File: config.mk
export PLATFORM = sky130hd
export DESIGN_NAME = dda_line_rasterizer
export DESIGN_NICKNAME = d
export VERILOG_FILES = /design/src/rtl/core/ddalr_pkg.sv /design/src/rtl/core/ddalr_div.sv /design/src/rtl/core/dda_line_rasterizer.sv
export SDC_FILE = /design/constraint.sdc
export NUM_CORES = 1
export LEC_CHECK = 0
export BUFFER_PORTS_ARGS = -buffer_cell sky130_fd_sc_hd__buf_2
export CAP_MARGIN = 30
export CORE_MARGIN = 2
export CORE_UTILIZATION = 40
export DETAILED_ROUTE_END_ITERATION = 8
export PLACE_DENSITY_LB_ADDON = 0.25
export SYNTH_ARGS = -nofsm -noshare
export SYNTH_HDL_FRONTEND = slang
export SYNTH_SLANG_ARGS = --single-unit
export TNS_END_PERCENT = 1
File: constraint.sdc
create_clock -name i_clk -period 16.75 [get_ports i_clk]
set_input_delay 0.8375 -clock i_clk [delete_from_list [all_inputs] [get_ports i_clk]]
set_output_delay 0.8375 -clock i_clk [all_outputs]
set_load 0.01 [all_outputs]
File: src/rtl/core/ddalr_pkg.sv
// shared constants, types and helpers for the dda line rasterizer
// used by ddalr_div and dda_line_rasterizer; depends on nothing

package ddalr_pkg;

    localparam int FRACTION_BITS = 8;
    localparam int COORD_SPAN    = 64;

    localparam int FIELD_W   = 6;
    localparam int PAINT_W   = 32;
    localparam int CFG_W     = 7;
    localparam int CFG_IDX_W = 1;

    // dividend is |dy| shifted up by the fraction bits
    localparam int NUM_W   = FIELD_W + FRACTION_BITS;
    localparam int QCNT_W  = $clog2(NUM_W + 1);
    // slope magnitude never exceeds one whole pixel
    localparam int SLOPE_W = FRACTION_BITS + 2;
    localparam int ACC_W   = FIELD_W + FRACTION_BITS + 2;

    localparam logic [CFG_IDX_W-1:0] CFG_RASTER_WIDTH  = 1'd0;
    localparam logic [CFG_IDX_W-1:0] CFG_RASTER_HEIGHT = 1'd1;
    localparam logic [CFG_W-1:0]     RASTER_RESET      = 7'd64;

    typedef struct packed {
        logic               start;
        logic [NUM_W-1:0]   num;
        logic [FIELD_W-1:0] den;
    } t_div_req;

    typedef struct packed {
        logic             done;
        logic [NUM_W-1:0] quot;
    } t_div_rsp;

    function automatic logic [FIELD_W-1:0] clamp_coord(input logic [FIELD_W-1:0] v);
        logic [FIELD_W-1:0] c;
        c = v;
        if (int'(v) > COORD_SPAN - 1) begin
            c = FIELD_W'(COORD_SPAN - 1);
        end
        return c;
    endfunction

endpackage

File: src/rtl/core/ddalr_div.sv
// restoring shift-subtract divider, one quotient bit per cycle
// depends on ddalr_pkg for widths and the request/response structs

module ddalr_div (
    input  logic                i_clk,
    input  logic                i_rst_n,
    input  ddalr_pkg::t_div_req i_req,
    output ddalr_pkg::t_div_rsp o_rsp
);

    logic [ddalr_pkg::NUM_W-1:0]   r_num;
    logic [ddalr_pkg::NUM_W-1:0]   r_quot;
    logic [ddalr_pkg::FIELD_W-1:0] r_rem;
    logic [ddalr_pkg::FIELD_W-1:0] r_den;
    logic [ddalr_pkg::QCNT_W-1:0]  r_cnt;
    logic                          r_busy;
    logic                          r_done;

    logic [ddalr_pkg::FIELD_W:0]   n_rem_sh;
    logic                          n_fits;
    logic [ddalr_pkg::FIELD_W-1:0] n_rem;

    always_comb begin
        n_rem_sh = {r_rem, r_num[ddalr_pkg::NUM_W-1]};
        n_fits   = (n_rem_sh >= {1'b0, r_den});
        // remainder stays below the divisor, so the top bit drops out
        n_rem    = n_fits ? ddalr_pkg::FIELD_W'(n_rem_sh - {1'b0, r_den})
                          : n_rem_sh[ddalr_pkg::FIELD_W-1:0];
    end

    always_ff @(posedge i_clk) begin
        if (!i_rst_n) begin
            r_busy <= 1'b0;
            r_done <= 1'b0;
            r_cnt  <= '0;
        end else begin
            r_done <= 1'b0;
            if (i_req.start) begin
                r_busy <= 1'b1;
                r_cnt  <= ddalr_pkg::QCNT_W'(ddalr_pkg::NUM_W);
            end else if (r_busy) begin
                r_cnt <= r_cnt - 1'b1;
                if (r_cnt == ddalr_pkg::QCNT_W'(1)) begin
                    r_busy <= 1'b0;
                    r_done <= 1'b1;
                end
            end
        end
    end

    always_ff @(posedge i_clk) begin
        if (i_req.start) begin
            r_num  <= i_req.num;
            r_den  <= i_req.den;
            r_rem  <= '0;
            r_quot <= '0;
        end else if (r_busy) begin
            r_num  <= {r_num[ddalr_pkg::NUM_W-2:0], 1'b0};
            r_rem  <= n_rem;
            r_quot <= {r_quot[ddalr_pkg::NUM_W-2:0], n_fits};
        end
    end

    assign o_rsp.done = r_done;
    assign o_rsp.quot = r_quot;

endmodule

File: src/rtl/core/dda_line_rasterizer.sv
// dda line rasterizer: sequencer, minor-axis accumulator and pixel output register
// depends on ddalr_pkg and ddalr_div
//
// usage:
//   a line command enters on the i_in_* channel (valid/ready): two endpoints and a
//   color word. the block answers with one pixel item per step of the major axis on
//   the o_out_* channel, both endpoints included; o_out_last marks the final pixel
//   and o_out_inside_res tells whether the pixel falls inside the raster set by the
//   two config registers (index 0 width, index 1 height, plain write port).
//   o_in_ready is high only while no line is in work. after acceptance a setup
//   state orders the endpoints, then the divider forms the slope at one
//   quotient bit per cycle, then pixels leave at one per cycle while the
//   receiver is ready. a single point skips the divider and gives one pixel.
//   a stalled receiver holds the output register and freezes the pixel stepper;
//   nothing is lost or repeated. the last pixel may still wait in the output
//   register while the next command is accepted.
//   reset is synchronous, active low: the sequencer returns to idle, the output
//   register empties and both raster registers return to 64.

module dda_line_rasterizer (
    input  logic                            i_clk,
    input  logic                            i_rst_n,
    input  logic                            i_cfg_we,
    input  logic [ddalr_pkg::CFG_IDX_W-1:0] i_cfg_index,
    input  logic [ddalr_pkg::CFG_W-1:0]     i_cfg_data,
    input  logic                            i_in_valid,
    output logic                            o_in_ready,
    input  logic [ddalr_pkg::FIELD_W-1:0]   i_in_start_x,
    input  logic [ddalr_pkg::FIELD_W-1:0]   i_in_start_y,
    input  logic [ddalr_pkg::FIELD_W-1:0]   i_in_end_x,
    input  logic [ddalr_pkg::FIELD_W-1:0]   i_in_end_y,
    input  logic [ddalr_pkg::PAINT_W-1:0]   i_in_paint,
    output logic                            o_out_valid,
    input  logic                            i_out_ready,
    output logic [ddalr_pkg::FIELD_W-1:0]   o_out_pixel_x,
    output logic [ddalr_pkg::FIELD_W-1:0]   o_out_pixel_y,
    output logic [ddalr_pkg::PAINT_W-1:0]   o_out_pixel_paint,
    output logic                            o_out_inside_res,
    output logic                            o_out_last
);

    localparam logic [1:0] ST_IDLE  = 2'd0;
    localparam logic [1:0] ST_SETUP = 2'd1;
    localparam logic [1:0] ST_DIV   = 2'd2;
    localparam logic [1:0] ST_RUN   = 2'd3;

    localparam int FW = ddalr_pkg::FIELD_W;
    localparam int FB = ddalr_pkg::FRACTION_BITS;

    logic [1:0]                           r_state;
    logic [ddalr_pkg::CFG_W-1:0]          r_width;
    logic [ddalr_pkg::CFG_W-1:0]          r_height;

    // command latched at acceptance
    logic [FW-1:0]                        r_ax, r_ay, r_bx, r_by;
    logic [ddalr_pkg::PAINT_W-1:0]        r_paint;

    // line set up along the major axis
    logic                                 r_swapped;
    logic                                 r_neg;
    logic [FW-1:0]                        r_major;
    logic [FW-1:0]                        r_end;
    logic signed [ddalr_pkg::SLOPE_W-1:0] r_slope;
    logic signed [ddalr_pkg::ACC_W-1:0]   r_acc;

    logic                                 r_out_valid;
    logic [FW-1:0]                        r_out_x, r_out_y;
    logic [ddalr_pkg::PAINT_W-1:0]        r_out_paint;
    logic                                 r_out_inside;
    logic                                 r_out_last;

    logic                                 n_swap;
    logic [FW-1:0]                        n_p0, n_q0, n_p1, n_q1;
    logic [FW-1:0]                        n_maj0, n_min0, n_maj1, n_min1;
    logic [FW:0]                          n_dx, n_dy, n_ddy;
    logic [FW-1:0]                        n_adx, n_ady, n_addy;
    logic [FW-1:0]                        n_den;
    logic [ddalr_pkg::NUM_W-1:0]          n_num;

    logic                                 in_acc;
    logic                                 emit;
    logic                                 emit_last;
    logic [FW-1:0]                        minor;
    logic [FW-1:0]                        px, py;
    logic signed [ddalr_pkg::SLOPE_W-1:0] quot_slope;

    ddalr_pkg::t_div_req                  div_req;
    ddalr_pkg::t_div_rsp                  div_rsp;

    assign in_acc     = i_in_valid && o_in_ready;
    assign o_in_ready = (r_state == ST_IDLE);

    // endpoint ordering from the latched command
    always_comb begin
        n_dx   = {1'b0, r_bx} - {1'b0, r_ax};
        n_dy   = {1'b0, r_by} - {1'b0, r_ay};
        n_adx  = n_dx[FW] ? FW'(-n_dx) : n_dx[FW-1:0];
        n_ady  = n_dy[FW] ? FW'(-n_dy) : n_dy[FW-1:0];
        n_swap = (n_ady > n_adx);
        n_p0   = n_swap ? r_ay : r_ax;
        n_q0   = n_swap ? r_ax : r_ay;
        n_p1   = n_swap ? r_by : r_bx;
        n_q1   = n_swap ? r_bx : r_by;
        if (n_p0 > n_p1) begin
            n_maj0 = n_p1;
            n_min0 = n_q1;
            n_maj1 = n_p0;
            n_min1 = n_q0;
        end else begin
            n_maj0 = n_p0;
            n_min0 = n_q0;
            n_maj1 = n_p1;
            n_min1 = n_q1;
        end
        n_ddy  = {1'b0, n_min1} - {1'b0, n_min0};
        n_addy = n_ddy[FW] ? FW'(-n_ddy) : n_ddy[FW-1:0];
        n_den  = n_maj1 - n_maj0;
        n_num  = {n_addy, {FB{1'b0}}};
    end

    assign div_req.start = (r_state == ST_SETUP) && (n_den != '0);
    assign div_req.num   = n_num;
    assign div_req.den   = n_den;

    ddalr_div u_div (
        .i_clk   (i_clk),
        .i_rst_n (i_rst_n),
        .i_req   (div_req),
        .o_rsp   (div_rsp)
    );

    // quotient magnitude is at most one whole pixel, so the low bits carry it all
    always_comb begin
        quot_slope = $signed({1'b0, div_rsp.quot[FB:0]});
        if (r_neg) begin
            quot_slope = -quot_slope;
        end
    end

    assign emit      = (r_state == ST_RUN) && (!r_out_valid || i_out_ready);
    assign emit_last = (r_major == r_end);
    // floor of the accumulator is an arithmetic shift; only the low bits leave
    assign minor     = r_acc[FB +: FW];
    assign px        = r_swapped ? minor : r_major;
    assign py        = r_swapped ? r_major : minor;

    always_ff @(posedge i_clk) begin
        if (!i_rst_n) begin
            r_width  <= ddalr_pkg::RASTER_RESET;
            r_height <= ddalr_pkg::RASTER_RESET;
        end else if (i_cfg_we) begin
            unique case (i_cfg_index)
                ddalr_pkg::CFG_RASTER_WIDTH:  r_width  <= i_cfg_data;
                ddalr_pkg::CFG_RASTER_HEIGHT: r_height <= i_cfg_data;
                default: ;
            endcase
        end
    end

    always_ff @(posedge i_clk) begin
        if (!i_rst_n) begin
            r_state     <= ST_IDLE;
            r_out_valid <= 1'b0;
        end else begin
            if (emit) begin
                r_out_valid <= 1'b1;
            end else if (i_out_ready) begin
                r_out_valid <= 1'b0;
            end
            unique case (r_state)
                ST_IDLE: begin
                    if (in_acc) begin
                        r_state <= ST_SETUP;
                    end
                end
                ST_SETUP: begin
                    r_state <= (n_den != '0) ? ST_DIV : ST_RUN;
                end
                ST_DIV: begin
                    if (div_rsp.done) begin
                        r_state <= ST_RUN;
                    end
                end
                ST_RUN: begin
                    if (emit && emit_last) begin
                        r_state <= ST_IDLE;
                    end
                end
                default: r_state <= ST_IDLE;
            endcase
        end
    end

    always_ff @(posedge i_clk) begin
        if (in_acc) begin
            r_ax    <= ddalr_pkg::clamp_coord(i_in_start_x);
            r_ay    <= ddalr_pkg::clamp_coord(i_in_start_y);
            r_bx    <= ddalr_pkg::clamp_coord(i_in_end_x);
            r_by    <= ddalr_pkg::clamp_coord(i_in_end_y);
            r_paint <= i_in_paint;
        end
        if (r_state == ST_SETUP) begin
            r_swapped <= n_swap;
            r_neg     <= n_ddy[FW];
            r_major   <= n_maj0;
            r_end     <= n_maj1;
            r_acc     <= $signed({2'b00, n_min0, {FB{1'b0}}});
            // single point: no division, slope stays zero
            r_slope   <= '0;
        end
        if (r_state == ST_DIV && div_rsp.done) begin
            r_slope <= quot_slope;
        end
        if (emit) begin
            r_major      <= r_major + 1'b1;
            r_acc        <= r_acc + ddalr_pkg::ACC_W'(r_slope);
            r_out_x      <= px;
            r_out_y      <= py;
            r_out_paint  <= r_paint;
            r_out_inside <= ({1'b0, px} < r_width) && ({1'b0, py} < r_height);
            r_out_last   <= emit_last;
        end
    end

    assign o_out_valid       = r_out_valid;
    assign o_out_pixel_x     = r_out_x;
    assign o_out_pixel_y     = r_out_y;
    assign o_out_pixel_paint = r_out_paint;
    assign o_out_inside_res  = r_out_inside;
    assign o_out_last        = r_out_last;

    // the stepper never runs past the far endpoint
    a_major_bound: assert property (@(posedge i_clk) disable iff (!i_rst_n)
        (r_state == ST_RUN) |-> (r_major <= r_end))
        else $error("major coordinate ran past the line end");

    // the final pixel sends the sequencer home
    a_last_idle: assert property (@(posedge i_clk) disable iff (!i_rst_n)
        (emit && emit_last) |=> (r_state == ST_IDLE && r_out_last && r_out_valid))
        else $error("line did not finish after its last pixel");

    // slope never exceeds one pixel per step
    a_slope_range: assert property (@(posedge i_clk) disable iff (!i_rst_n)
        (r_state == ST_RUN) |->
        (r_slope <= $signed(ddalr_pkg::SLOPE_W'(1 << FB)) &&
         r_slope >= -$signed(ddalr_pkg::SLOPE_W'(1 << FB))))
        else $error("slope out of range");

    // the divider only reports while the sequencer waits for it
    a_div_done: assert property (@(posedge i_clk) disable iff (!i_rst_n)
        div_rsp.done |-> (r_state == ST_DIV))
        else $error("divider result outside the divide phase");

    // no item is taken while a line is in work
    a_no_overlap: assert property (@(posedge i_clk) disable iff (!i_rst_n)
        (r_state == ST_RUN && !(emit && emit_last)) |=> !o_in_ready)
        else $error("new item accepted while a line is in work");

endmodule

==> impl_metrics.csv <==
group,metric,value,unit
critical_path,rr_endpoint,"u_div.r_num[13]",
sta,fmax,0.109,GHz
cts,insertion_delay,440,ps
cts,cts-resized-gates,0,
synth,ys_ff_latch,190,
layout,drive_gt1_frac,0.161,
synth,async_reset_ff_frac,0,
sta,fin_skew,10.2,ps
placement,hpwlAfterDp,16600,µm
critical_path,end_kind,"flip-flop",
critical_path,reg2regPathDepth,40,
sta,finalCritPeriodShare,0.547,
layout,syn_to_final_growth,14.9,%
synth,synth.area.mux_share,0.0537,
route,wl_met1,10900,µm
synth,syn-num-nets,1138,
cts,cts_root_buffer,"clkbuf_16",
placement,finalWeightedCongestion,0.860,
synth,synth-compound-area-share,0.139,
outcome,run_status,"finished, final reports clean",
synth,yosysSeqAreaShare,0.504,
grt,grt_max_degree,59,
floorplan,rows,59,
flow_run,max_cap_viol_count,0,
route,dr.pass1.iters,5,
synth,synth-simple-area-share,0.119,
layout,diodes,0,
layout,final_cell_mix,"152 x edfxtp_1, 116 x buf_2, 85 x nand2_1, 81 x nor2_1, 78 x inv_1",
placement,placed_cells,1420,
cts,cts_sinks,190,
floorplan,die_x,167,µm
route,drtIter0Drc,636,
critical_path,crit_slowest_cell,"o21ai_4",
worst_hold_path,min-delay-path-class,"reg2reg",
route,met3WireLength,1100,µm
sta,hold_ws,413,ps
layout,fillers,2447,
cts,numCtsBuffers,17,
cts,h-tree-depth,4,
placement,portBuffers,116,
synth,syn_area_per_cell,10.6,µm²
route,routed_wl,22500,µm
synth,syn_inst,995,
critical_path,startpoint,"r_ax[0]",
synth,synth.distinct_cells,62,
critical_path,worstPathArrival,9340,ps
worst_hold_path,hold-path-cell-count,0,
route,met2_length,10300,µm
synth,netlist_area,10600,µm²
sta,timing.slew.headroom,0.370,
layout,final_nets,1247,
synth,ys_warn_count,0,
floorplan,die_y,167,µm
cts,cts_tree,"done",
layout,final_cells,1452,
critical_path,crit_family,"compound AO/OA/AOI/OAI gates",
cts,post_cts_buffers,0,
synth,synth_edf_count,152,
critical_path,crit_path_start_kind,"flip-flop",
route,postRouteAntennaNets,0,
grt,grt_pass1_vias,7142,
grt,overflow,0,
synth,synth-xor-area-share,0.0489,
sta,slew_viol_final,0,
critical_path,r2r-start,"r_ax[0]",
cts,path_clk_slew,80,ps
layout,layout_commonest_cell,"edfxtp_1",
grt,grt_usage,0.163,
sta,rsz0062_at_grt,"false",
sta,tightestPinTransition,942,ps
cts,holdBufCountCts,0,
critical_path,critPathCapture,"u_div.r_num[13]",
critical_path,slowest_delay,500,ps
route,route.detailed.drc,0,
sta,post-route-min-period,9160,ps
floorplan,initial_core_util,0.407,
critical_path,cp_max_fo,40,
critical_path,critical_path_class,"reg2reg",
layout,fin_area,12100,µm²
cts,cts.path.max_buffers,2,
placement,placed_area,11500,µm²
sta,tns,0,ps
sta,setup-violations-final,0,
critical_path,reg2reg_slack,7590,ps
route,via_per_inst,5.24,
critical_path,path_depth,40,
critical_path,cp_num_buf_inv,4,
route,wl_per_cell,15.5,µm
sta,finalHoldViolations,0,
floorplan,coreArea,26000,µm²
grt,antenna_found_initial,0,
floorplan,ios,117,
synth,synth_top_family_by_area,"compound AO/OA/AOI/OAI gates",
route,vias,7612,
floorplan,dieArea,27700,µm²
grt,grt_pass1_wl,36300,µm
critical_path,required,16930,ps
synth,synth_fa_ha_area_frac,0.0940,
synth,synth_top_flop_cell,"edfxtp_1",
route,top_layer,"met4",
## sequential cells by signal, indices dropped and copies added, names as in the netlist, 6 cells and up
register           cells
r_slope               10
u_div.r_rem            6
u_div.r_quot           9
r_end                  6
r_width                7
u_div.r_num            6
r_by                   6
r_height               7
o_out_pixel_y          6
r_ay                   6
r_paint               32
r_major                6
o_out_pixel_paint     32
r_acc                 14
r_ax                   6
u_div.r_den            6
r_bx                   6
o_out_pixel_x          6
## cells by family (layout without fill, tap and decap cells)
group                      after synthesis  count (layout)
DFF                                    190             190
xor gates and xnor gates                59              59
AOI/OAI and AO/OA                      226             226
and+or+nand+nor                        273             273
muxes                                   55              55
buffers and inverters                  115             237
adders and majority gates               77              77
## worst min-delay path by stage
stage / start / slack (ps) / endpoint
finish: r_paint[8] / 410 / o_out_pixel_paint[8]
global route: r_paint[8] / 420 / o_out_pixel_paint[8]
CTS: r_paint[8] / 410 / o_out_pixel_paint[8]
detailed placement: r_paint[27] / 410 / o_out_pixel_paint[27]
global placement: r_paint[5] / 400 / o_out_pixel_paint[5]
floorplan: r_paint[0] / 400 / o_out_pixel_paint[0]
## metrics by stage
stage | setup WS [ps] | utilization
floorplan | 8310 | -
global placement | 7880 | 0.443
detailed placement | 7650 | 0.443
CTS | 7650 | 0.467
global route | 6890 | 0.467
finish | 7590 | 0.467
## worst register-to-register path: cells and delay by family, from the launching register on
kind,cells,cell delay (ps)
AOI/OAI and AO/OA,17,3150
adders and majority gates,6,1970
and+or+nand+nor,9,1280
buffers and inverters,4,1220
muxes,2,560
DFF,1,450
xor gates and xnor gates,2,280
## area by class of cell
type	count	area, µm²	share of cell area
tap	335	419	0.0345
clock buffer	17	425	0.0350
timing repair buffer	124	641	0.0527
clock inverter	15	214	0.0176
multi-input combinational	690	4820	0.397
inverter	81	304	0.0250
sequential	190	5330	0.438
## synth_stat cells (all sizes together) (3+ instances only)
| library cell | n | area share |
|---|---|---|
| dfxtp | 38 | 0.072 |
| a2111o | 6 | 0.0064 |
| a21oi | 76 | 0.036 |
| mux2i | 41 | 0.039 |
| or4 | 3 | 0.0021 |
| o21ai | 44 | 0.021 |
| a31oi | 6 | 0.0036 |
| xnor2 | 32 | 0.027 |
| nor3 | 16 | 0.0076 |
| nand2 | 85 | 0.030 |
| nand3 | 31 | 0.015 |
| a211o | 3 | 0.0025 |
| and2 | 4 | 0.0026 |
| fa | 5 | 0.0095 |
| nand2b | 16 | 0.0095 |
| o21a | 4 | 0.0028 |
| o211ai | 8 | 0.0057 |
| a21boi | 17 | 0.012 |
| a311o | 3 | 0.0028 |
| a22o | 6 | 0.0050 |
| a21o | 15 | 0.011 |
| o21bai | 4 | 0.0028 |
| mux2 | 14 | 0.015 |
| buf | 10 | 0.0039 |
| ha | 69 | 0.082 |
| clkbuf | 24 | 0.0085 |
| a221oi | 5 | 0.0041 |
| a211oi | 9 | 0.0064 |
| inv | 80 | 0.028 |
| nor2b | 17 | 0.010 |
| edfxtp | 152 | 0.43 |
| o31ai | 5 | 0.0049 |
| xor2 | 27 | 0.022 |
| nand4 | 6 | 0.0036 |
| maj3 | 3 | 0.0028 |
| or3 | 3 | 0.0018 |
| nor2 | 81 | 0.029 |
## metal layers
layer,track usage,vias up
li1,-,3819
met1,0.227,3575
met2,0.262,205
met3,0.0311,13
met4,0.0409,0
met5,0,-
Power is not shown: default switching activity piles up to over one toggle a cycle in this logic, so the estimate is an artifact.
